==> src/highest_note_skyline_filter_assert.svh <==
// ---------------------------------------------------------------------------
// skyline filter assertion macros
// shared concurrent assertion forms, clocked on clk, off during reset
// ---------------------------------------------------------------------------
`ifndef HIGHEST_NOTE_SKYLINE_FILTER_ASSERT_SVH
`define HIGHEST_NOTE_SKYLINE_FILTER_ASSERT_SVH

// same-cycle implication
`define HNSF_ASSERT_IMPLY(lbl, a, b, msg) \
    lbl: assert property (@(posedge clk) disable iff (!rst_n) (a) |-> (b)) \
        else $error(msg);

// next-cycle implication
`define HNSF_ASSERT_NEXT(lbl, a, b, msg) \
    lbl: assert property (@(posedge clk) disable iff (!rst_n) (a) |=> (b)) \
        else $error(msg);

`endif

==> src/hnsf_pkg.sv <==
// ---------------------------------------------------------------------------
// hnsf_pkg
// word types and fixed field widths of the skyline melody filter
// ---------------------------------------------------------------------------
package hnsf_pkg;

    localparam int TIME_W  = 32;
    localparam int ID_W    = 16;
    localparam int PITCH_W = 24;
    localparam int LOUD_W  = 16;

    typedef struct packed {
        logic [TIME_W-1:0]  event_time_ms;
        logic               is_note_on;
        logic [ID_W-1:0]    note_id;
        logic [PITCH_W-1:0] pitch;
        logic [LOUD_W-1:0]  loudness;
    } evt_t;

    typedef struct packed {
        logic [TIME_W-1:0]  segment_start_ms;
        logic [TIME_W-1:0]  segment_length_ms;
        logic [PITCH_W-1:0] segment_pitch;
        logic [LOUD_W-1:0]  segment_loudness;
        logic               table_overflowed;
    } seg_t;

    typedef struct packed {
        logic clear;
        logic sample;
    } scan_ctl_t;

endpackage

==> src/highest_note_skyline_filter.sv <==
// ---------------------------------------------------------------------------
// highest_note_skyline_filter
// tracks sounding notes in a slot table and emits the top-note melody
// segments of a time-ordered note on/off stream
// ---------------------------------------------------------------------------
//  channel  | dir | handshake        | word
//  evt      | in  | evt_valid/stall  | hnsf_pkg::evt_t, one note event
//  seg      | out | seg_valid/stall  | hnsf_pkg::seg_t, one finished segment
//
// each event passes through the idle cycle that accepts it, a sweep of the slot
// memory read port (one slot per cycle), a drain, a write and an update
// reset clears the slot valid bits, the tracked segment and the overflow flag
// a stalled segment word holds the block in its update cycle only when a new
// segment must be emitted; evt is stalled whenever an event is in work
// ---------------------------------------------------------------------------
`include "highest_note_skyline_filter_assert.svh"

module highest_note_skyline_filter #(
    parameter int VOICES  = 16,
    parameter int ID_BITS = 16
) (
    input  logic            clk,
    input  logic            rst_n,
    input  logic            evt_valid,
    output logic            evt_stall,
    input  hnsf_pkg::evt_t  evt,
    output logic            seg_valid,
    input  logic            seg_stall,
    output hnsf_pkg::seg_t  seg
);

    localparam int SW  = (VOICES > 1) ? $clog2(VOICES) : 1;
    localparam int IDW = (ID_BITS < hnsf_pkg::ID_W) ? ID_BITS : hnsf_pkg::ID_W;
    localparam int PW  = hnsf_pkg::PITCH_W;
    localparam int VW  = hnsf_pkg::LOUD_W;
    localparam int TW  = hnsf_pkg::TIME_W;
    localparam int DW  = IDW + PW + VW;

    localparam logic [2:0] ST_IDLE   = 3'd0;
    localparam logic [2:0] ST_SCAN   = 3'd1;
    localparam logic [2:0] ST_DRAIN  = 3'd2;
    localparam logic [2:0] ST_WRITE  = 3'd3;
    localparam logic [2:0] ST_UPDATE = 3'd4;

    localparam logic [SW-1:0] LAST_SLOT = SW'(VOICES - 1);

    logic [2:0]          state_reg,  state_next;
    logic [SW-1:0]       cnt_reg,    cnt_next;
    logic                sample_reg, sample_next;
    logic [SW-1:0]       idx_reg,    idx_next;
    hnsf_pkg::evt_t      evt_reg,    evt_next;
    logic [VOICES-1:0]   valid_reg,  valid_next;
    logic                ovf_reg,    ovf_next;
    logic                active_reg, active_next;
    logic [TW-1:0]       start_reg,  start_next;
    logic [PW-1:0]       cur_p_reg,  cur_p_next;
    logic [VW-1:0]       cur_v_reg,  cur_v_next;
    logic [IDW-1:0]      cur_id_reg, cur_id_next;
    logic [PW-1:0]       fin_p_reg,  fin_p_next;
    logic [VW-1:0]       fin_v_reg,  fin_v_next;
    logic [IDW-1:0]      fin_id_reg, fin_id_next;
    logic                seg_valid_reg, seg_valid_next;
    hnsf_pkg::seg_t      seg_reg,    seg_next;

    logic                accept;
    logic [IDW-1:0]      key_id;
    hnsf_pkg::scan_ctl_t scan_ctl;
    logic                mem_we;
    logic [SW-1:0]       mem_waddr;
    logic [DW-1:0]       mem_wdata;
    logic [DW-1:0]       mem_rdata;

    logic                hit_found;
    logic [SW-1:0]       hit_idx;
    logic                free_found;
    logic [SW-1:0]       free_idx;
    logic [PW-1:0]       best_p;
    logic [VW-1:0]       best_v;
    logic [IDW-1:0]      best_id;

    logic                slot_ok;
    logic [SW-1:0]       tgt_slot;
    logic                new_wins;
    logic                changed;
    logic                emit;
    logic                keep;
    logic                out_free;

    assign accept   = evt_valid && !evt_stall;
    assign key_id   = evt_reg.note_id[IDW-1:0];
    assign scan_ctl = '{clear: accept, sample: sample_reg};

    hnsf_slot_mem #(
        .DEPTH (VOICES),
        .AW    (SW),
        .DW    (DW)
    ) u_mem (
        .clk   (clk),
        .we    (mem_we),
        .waddr (mem_waddr),
        .wdata (mem_wdata),
        .raddr (cnt_reg),
        .rdata (mem_rdata)
    );

    hnsf_scan #(
        .SW  (SW),
        .IDW (IDW)
    ) u_scan (
        .clk        (clk),
        .rst_n      (rst_n),
        .ctl        (scan_ctl),
        .idx        (idx_reg),
        .slot_vld   (valid_reg[idx_reg]),
        .key_id     (key_id),
        .rd_note    (mem_rdata[DW-1 -: IDW]),
        .rd_pitch   (mem_rdata[VW +: PW]),
        .rd_loud    (mem_rdata[VW-1:0]),
        .hit_found  (hit_found),
        .hit_idx    (hit_idx),
        .free_found (free_found),
        .free_idx   (free_idx),
        .best_pitch (best_p),
        .best_loud  (best_v),
        .best_id    (best_id)
    );

    assign slot_ok   = hit_found || free_found;
    assign tgt_slot  = hit_found ? hit_idx : free_idx;
    assign mem_waddr = tgt_slot;
    assign mem_wdata = {key_id, evt_reg.pitch, evt_reg.loudness};
    assign mem_we    = (state_reg == ST_WRITE) && evt_reg.is_note_on && slot_ok;

    // the stored note of this id was left out of the sweep; the new one competes here
    assign new_wins = evt_reg.is_note_on && slot_ok && (evt_reg.pitch != '0) &&
                      ((evt_reg.pitch > best_p) ||
                       ((evt_reg.pitch == best_p) && (key_id < best_id)));

    assign changed  = (fin_p_reg != cur_p_reg) || (fin_id_reg != cur_id_reg);
    assign emit     = active_reg && changed && (evt_reg.event_time_ms > start_reg);
    assign keep     = active_reg && !changed;
    assign out_free = !seg_valid_reg || !seg_stall;

    always_comb
    begin
        state_next     = state_reg;
        cnt_next       = cnt_reg;
        sample_next    = 1'b0;
        idx_next       = idx_reg;
        evt_next       = evt_reg;
        valid_next     = valid_reg;
        ovf_next       = ovf_reg;
        active_next    = active_reg;
        start_next     = start_reg;
        cur_p_next     = cur_p_reg;
        cur_v_next     = cur_v_reg;
        cur_id_next    = cur_id_reg;
        fin_p_next     = fin_p_reg;
        fin_v_next     = fin_v_reg;
        fin_id_next    = fin_id_reg;
        seg_valid_next = seg_valid_reg && seg_stall;
        seg_next       = seg_reg;

        case (state_reg)
            ST_IDLE:
            begin
                if (accept)
                begin
                    evt_next   = evt;
                    cnt_next   = '0;
                    state_next = ST_SCAN;
                end
            end
            ST_SCAN:
            begin
                sample_next = 1'b1;
                idx_next    = cnt_reg;
                if (cnt_reg == LAST_SLOT)
                begin
                    state_next = ST_DRAIN;
                end
                else
                begin
                    cnt_next = SW'(cnt_reg + 1'b1);
                end
            end
            ST_DRAIN:
            begin
                state_next = ST_WRITE;
            end
            ST_WRITE:
            begin
                if (evt_reg.is_note_on)
                begin
                    if (slot_ok)
                    begin
                        valid_next[tgt_slot] = 1'b1;
                    end
                    else
                    begin
                        ovf_next = 1'b1;
                    end
                end
                else if (hit_found)
                begin
                    valid_next[hit_idx] = 1'b0;
                end
                fin_p_next  = new_wins ? evt_reg.pitch    : best_p;
                fin_v_next  = new_wins ? evt_reg.loudness : best_v;
                fin_id_next = new_wins ? key_id           : best_id;
                state_next  = ST_UPDATE;
            end
            ST_UPDATE:
            begin
                if (!emit || out_free)
                begin
                    if (emit)
                    begin
                        seg_valid_next             = 1'b1;
                        seg_next.segment_start_ms  = start_reg;
                        seg_next.segment_length_ms = evt_reg.event_time_ms - start_reg;
                        seg_next.segment_pitch     = cur_p_reg;
                        seg_next.segment_loudness  = cur_v_reg;
                        seg_next.table_overflowed  = ovf_reg;
                    end
                    if (!keep && (fin_p_reg != '0))
                    begin
                        active_next = 1'b1;
                        start_next  = evt_reg.event_time_ms;
                        cur_p_next  = fin_p_reg;
                        cur_v_next  = fin_v_reg;
                        cur_id_next = fin_id_reg;
                    end
                    else
                    begin
                        active_next = keep;
                    end
                    state_next = ST_IDLE;
                end
            end
            default:
            begin
                state_next = ST_IDLE;
            end
        endcase
    end

    always_ff @(posedge clk or negedge rst_n)
    begin
        if (!rst_n)
        begin
            state_reg     <= ST_IDLE;
            cnt_reg       <= '0;
            sample_reg    <= 1'b0;
            valid_reg     <= '0;
            ovf_reg       <= 1'b0;
            active_reg    <= 1'b0;
            start_reg     <= '0;
            cur_p_reg     <= '0;
            cur_v_reg     <= '0;
            cur_id_reg    <= '0;
            seg_valid_reg <= 1'b0;
        end
        else
        begin
            state_reg     <= state_next;
            cnt_reg       <= cnt_next;
            sample_reg    <= sample_next;
            valid_reg     <= valid_next;
            ovf_reg       <= ovf_next;
            active_reg    <= active_next;
            start_reg     <= start_next;
            cur_p_reg     <= cur_p_next;
            cur_v_reg     <= cur_v_next;
            cur_id_reg    <= cur_id_next;
            seg_valid_reg <= seg_valid_next;
        end
    end

    always_ff @(posedge clk)
    begin
        idx_reg    <= idx_next;
        evt_reg    <= evt_next;
        fin_p_reg  <= fin_p_next;
        fin_v_reg  <= fin_v_next;
        fin_id_reg <= fin_id_next;
        seg_reg    <= seg_next;
    end

    assign evt_stall = (state_reg != ST_IDLE);
    assign seg_valid = seg_valid_reg;
    assign seg       = seg_reg;

    `HNSF_ASSERT_NEXT(a_accept_starts_sweep, accept,
        (state_reg == ST_SCAN) && (cnt_reg == '0), "accepted word did not start a slot sweep")
    `HNSF_ASSERT_NEXT(a_overflow_sticky, ovf_reg, ovf_reg,
        "overflow flag cleared without reset")
    `HNSF_ASSERT_IMPLY(a_seg_len_positive, seg_valid, seg.segment_length_ms != '0,
        "segment word with zero length")
    `HNSF_ASSERT_IMPLY(a_active_has_pitch, active_reg, cur_p_reg != '0,
        "tracked segment without a sounding note")
    `HNSF_ASSERT_IMPLY(a_sample_in_sweep, sample_reg,
        (state_reg == ST_SCAN) || (state_reg == ST_DRAIN), "slot sample outside the sweep")

endmodule

==> src/hnsf_slot_mem.sv <==
// ---------------------------------------------------------------------------
// hnsf_slot_mem
// slot table storage, one write port and one registered read port
// ---------------------------------------------------------------------------
module hnsf_slot_mem #(
    parameter int DEPTH = 16,
    parameter int AW    = 4,
    parameter int DW    = 56
) (
    input  logic          clk,
    input  logic          we,
    input  logic [AW-1:0] waddr,
    input  logic [DW-1:0] wdata,
    input  logic [AW-1:0] raddr,
    output logic [DW-1:0] rdata
);

    logic [DW-1:0] mem [DEPTH];
    logic [DW-1:0] rdata_reg;

    always_ff @(posedge clk)
    begin
        if (we)
        begin
            mem[waddr] <= wdata;
        end
        rdata_reg <= mem[raddr];
    end

    assign rdata = rdata_reg;

endmodule

==> src/hnsf_scan.sv <==
// ---------------------------------------------------------------------------
// hnsf_scan
// walks the slot read stream: finds the slot of the event's id, the first
// free slot, and the top note among the other sounding slots
// ---------------------------------------------------------------------------
module hnsf_scan #(
    parameter int SW  = 4,
    parameter int IDW = 16
) (
    input  logic                        clk,
    input  logic                        rst_n,
    input  hnsf_pkg::scan_ctl_t         ctl,
    input  logic [SW-1:0]               idx,
    input  logic                        slot_vld,
    input  logic [IDW-1:0]              key_id,
    input  logic [IDW-1:0]              rd_note,
    input  logic [hnsf_pkg::PITCH_W-1:0] rd_pitch,
    input  logic [hnsf_pkg::LOUD_W-1:0]  rd_loud,
    output logic                        hit_found,
    output logic [SW-1:0]               hit_idx,
    output logic                        free_found,
    output logic [SW-1:0]               free_idx,
    output logic [hnsf_pkg::PITCH_W-1:0] best_pitch,
    output logic [hnsf_pkg::LOUD_W-1:0]  best_loud,
    output logic [IDW-1:0]              best_id
);

    logic                         hit_reg,  hit_next;
    logic [SW-1:0]                hidx_reg, hidx_next;
    logic                         free_reg, free_next;
    logic [SW-1:0]                fidx_reg, fidx_next;
    logic [hnsf_pkg::PITCH_W-1:0] bp_reg,   bp_next;
    logic [hnsf_pkg::LOUD_W-1:0]  bv_reg,   bv_next;
    logic [IDW-1:0]               bid_reg,  bid_next;
    logic                         match;
    logic                         better;

    assign match  = slot_vld && (rd_note == key_id);
    // ids are unique among sounding slots, so the order of the walk does not matter
    assign better = slot_vld && !match && (rd_pitch != '0) &&
                    ((rd_pitch > bp_reg) || ((rd_pitch == bp_reg) && (rd_note < bid_reg)));

    always_comb
    begin
        hit_next  = hit_reg;
        hidx_next = hidx_reg;
        free_next = free_reg;
        fidx_next = fidx_reg;
        bp_next   = bp_reg;
        bv_next   = bv_reg;
        bid_next  = bid_reg;
        if (ctl.clear)
        begin
            hit_next  = 1'b0;
            free_next = 1'b0;
            bp_next   = '0;
            bv_next   = '0;
            bid_next  = '0;
        end
        else if (ctl.sample)
        begin
            if (match && !hit_reg)
            begin
                hit_next  = 1'b1;
                hidx_next = idx;
            end
            if (!slot_vld && !free_reg)
            begin
                free_next = 1'b1;
                fidx_next = idx;
            end
            if (better)
            begin
                bp_next  = rd_pitch;
                bv_next  = rd_loud;
                bid_next = rd_note;
            end
        end
    end

    always_ff @(posedge clk or negedge rst_n)
    begin
        if (!rst_n)
        begin
            hit_reg  <= 1'b0;
            free_reg <= 1'b0;
            bp_reg   <= '0;
            bid_reg  <= '0;
        end
        else
        begin
            hit_reg  <= hit_next;
            free_reg <= free_next;
            bp_reg   <= bp_next;
            bid_reg  <= bid_next;
        end
    end

    always_ff @(posedge clk)
    begin
        hidx_reg <= hidx_next;
        fidx_reg <= fidx_next;
        bv_reg   <= bv_next;
    end

    assign hit_found  = hit_reg;
    assign hit_idx    = hidx_reg;
    assign free_found = free_reg;
    assign free_idx   = fidx_reg;
    assign best_pitch = bp_reg;
    assign best_loud  = bv_reg;
    assign best_id    = bid_reg;

endmodule

==> config.mk <==
export PLATFORM = sky130hd
export DESIGN_NAME = highest_note_skyline_filter
export DESIGN_NICKNAME = d
export VERILOG_FILES = /design/src/hnsf_pkg.sv /design/src/highest_note_skyline_filter.sv /design/src/hnsf_slot_mem.sv /design/src/hnsf_scan.sv
export VERILOG_INCLUDE_DIRS = /design/src /design/src/src
export SDC_FILE = /design/constraint.sdc
export NUM_CORES = 2
export LEC_CHECK = 0
export ABC_AREA = 1
export ABC_CLOCK_PERIOD_IN_PS = 18330
export BUFFER_PORTS_ARGS = -buffer_cell sky130_fd_sc_hd__buf_2
export CAP_MARGIN = 40
export CORE_MARGIN = 2
export CORE_UTILIZATION = 45
export DETAILED_ROUTE_END_ITERATION = 8
export PLACE_DENSITY = 0.69
export REMOVE_ABC_BUFFERS = 1
export SYNTH_ARGS = -nofsm -noshare
export SYNTH_HDL_FRONTEND = slang
export SYNTH_SLANG_ARGS = --single-unit
==> constraint.sdc <==
create_clock -name clk -period 18.33 [get_ports clk]
set_input_delay 3.666 -clock clk [delete_from_list [all_inputs] [get_ports clk]]
set_output_delay 3.666 -clock clk [all_outputs]
set_load 0.03 [all_outputs]
==> results.ini <==
[run_status]
outcome = completed

[final_layout]
area_growth_pct = 14.0
layout.nets = 5184
fillCellCount = 10500
fin_area_sq_um = 64800
largest_register_ffs = 896
layout-drive-gt1-share_pct = 10.8

[floorplanning]
die_w_um = 359
io_pins = 200
core_area_sq_um = 125000
die_y_um = 359
die-area_sq_um = 129000
rows = 130
start_util_pct = 45.3

[critical_path]
critical_path.max_fanout = 48
critPathKind = input pin to flip-flop
cp-start-kind = input pin
worst_setup_path_end_kind = flip-flop
r2r-start = start_reg[0]
critPathRequiredTime_ns = 18.76
cp.arrival_ns = 6.06
startpoint = evt_valid

[sta]
fin_skew_ns = 0.0293
rsz0062_at_grt = no
fmax_ghz = 0.178
maxSlewHeadroom_pct = 13.9
setup_slack_ns = 12.70
final-hold-violation-count = 0
fin_crit_ns = 5.63
slew_violations = 0
finalCritPeriodShare_pct = 30.7
hold_slack_ns = 0.454
setup_viol = 0
tightest_slew_ns = 1.29
finalSetupTns_ns = 0

[clock_network]
cts-hold-fix-buffers = 0
cts_buffer_depth = 3
cts_resized = 0
clock_sink_count = 1387
clkLatencyLatePin_ns = 0.78
post_cts_buffers = 0
htreeDepth = 4
root_buffer = clkbuf_16
cts_made_buffers = 138
cts_tree = done
clk_pin_slew_ns = 0.06

[logic_synthesis]
synth-xor-area-share_pct = 0.694
yosysMostFrequentCell = edfxtp_1
netlist_area_sq_um = 56800
synth_edf_count = 1158
synth_compound_area_share_pct = 8.10
synth-simple-area-share_pct = 14.4
muxShareOfSynthArea_pct = 0
synthTopCellsByCount = 1158 x edfxtp_1, 1050 x nand2_1, 380 x nor2_1, 346 x o21ai_0, 271 x inv_1
yosys_warnings = 0
ys_ff_latch = 1387
synth_flop_cell = edfxtp_1
synth_top_area_share_pct = 61.2
yosys-top-cells-area = edfxtp_1 61%, nand2_1 6.9%, dfrtp_1 6.9%
synth_top_family_by_area = simple AND/OR/NAND/NOR gates
synth_fa_ha_area_share_pct = 2.48
synth.avg_cell_area_sq_um = 11.8
yosysTopAreaCell = edfxtp_1
async_flop_share_pct = 11.3
syn-instance-count = 4801
yosysUniqueCellTypes = 45
synth_seq_area_share_pct = 70.6

[routing]
top_layer = met5
avgViaCountPerCell = 5.82
drcViolationCount = 0
wl_per_cell_um = 23.5
drtIter0Drc = 4597
vias = 39300
dr_wl_met2_um = 72100
met1_length_um = 65100
routed_wl_um = 159000
ant_nets = 0
met3_length_um = 17000
drt_first_pass_iters = 7

[grt]
grt_pass1_vias = 37100
grt_pass1_wl_um = 236000
gr-total-overflow = 0
grt_start_max_net_pins = 217
antenna_found_initial = 5
grtUsageTotal_pct = 24.2

[power_and_ir_drop]
p_int_mw = 6.51
switchingPower_mw = 3.55
combinationalPowerShare_pct = 28.2
p_seq_share_pct = 43.2
power_frac_clock_pct = 28.6
switching_share_pct = 35.3
leakage_nw = 24.2
vdd_ir_drop_max_mv = 0.109
finalPower_mw = 10.1
power.density_nw_per_um2 = 155

[placement]
placed_cell_area_sq_um = 60100
dp_hpwl_um = 91900
io_buffers = 199
pre_cts_slack_ns = 11.89
gp_congestion = 0.923

[hold_path]
hold_class = flip-flop to flip-flop
min_from = cur_v_reg[14]

[run]
drv_cap = 0

==> through the flow <==
step                      utilization (%)  instances
after floorplan                         -       4541
after global placement               47.6       6471
after detailed placement             47.9       6489
after CTS                            51.7       6746
after global routing                 51.7       6746
final                                51.7       6748
==> critical path, cell delays in order <==
cell	delay, ns
buf_2	0.16
nand3_4	0.50
inv_6	0.61
buf_4	0.39
buf_16	0.29
a31oi_1	0.11
nor2_1	0.28
==> layer usage <==
layer  up-vias  global-route usage [%]
li1      17500                       -
met1     19200                    34.2
met2      2219                    37.5
met3       305                    4.79
met4         6                    8.04
met5         -                       0
==> final cells by class <==
| cell class | instances | area (sq um) | area share, % |
|---|---|---|---|
| clock buffer | 188 | 3880 | 5.98 |
| multi-input combinational | 2878 | 14800 | 22.8 |
| timing repair buffer | 298 | 2080 | 3.20 |
| tap | 1650 | 2060 | 3.19 |
| antenna | 2 | 5.00 | 0.00772 |
| inverter | 276 | 1060 | 1.64 |
| sequential | 1387 | 40200 | 62.0 |
| clock inverter | 69 | 792 | 1.22 |
==> cells in the final DEF (no fill, tap or decap), types with 7 or more instances in the layout <==
cell type | Yosys | layout
nor4_1 | 10 | 10
clkbuf_1 | 184 | 32
edfxtp_1 | 1158 | 1158
dfxtp_1 | 72 | 72
nor2_4 | 0 | 20
a21oi_1 | 223 | 223
clkbuf_8 | 0 | 14
nand4_1 | 212 | 212
buf_2 | 51 | 198
a221oi_1 | 66 | 66
xor2_1 | 22 | 22
bufinv_16 | 0 | 12
buf_16 | 0 | 12
o211ai_1 | 7 | 7
o21bai_1 | 7 | 7
o221ai_1 | 47 | 47
buf_4 | 2 | 80
clkinv_1 | 0 | 19
clkinv_2 | 0 | 26
dfrtp_1 | 157 | 153
nand2_1 | 1050 | 1047
o22ai_1 | 67 | 67
xnor2_1 | 23 | 23
nor3_1 | 16 | 15
nor2_1 | 380 | 360
clkbuf_16 | 0 | 143
ha_1 | 111 | 111
a2bb2oi_1 | 7 | 7
buf_12 | 0 | 7
inv_1 | 271 | 266
o21ai_0 | 346 | 346
nand3_1 | 244 | 241
==> final timing paths <==
check                                        end  slack (ns)  cells after the start
max reg2reg                         cur_v_reg[5]       14.05                     14
min reg2reg                              seg[15]        0.45                      0
max in group asynchronous  u_scan.best_pitch[11]       14.05                      3
min in group asynchronous          start_reg[19]        3.00                      1
min                                      seg[15]        0.45                      0
max                           u_scan.free_idx[1]       12.70                      7
==> power groups by stage <==
stage	combinational, mW	sequential, mW	clock (mW)
floorplan	1.81	4.38	0
global placement	2.67	4.40	0
detailed placement	2.80	4.40	0
CTS	2.81	4.34	2.91
global route	3.17	4.39	3.04
finish	2.84	4.35	2.88
==> cell families (layout without fill, tap and decap cells) <==
family,count (synthesis),count (layout)
AO/OA/AOI/OAI,793,793
XOR/XNOR,45,45
other,0,2
flip-flops,1387,1387
AND/OR/NAND/NOR,1928,1928
adder cells (fa/ha/maj),112,112
buffers and inverters,536,831
No activity file was read; power rests on OpenSTA's default activity.
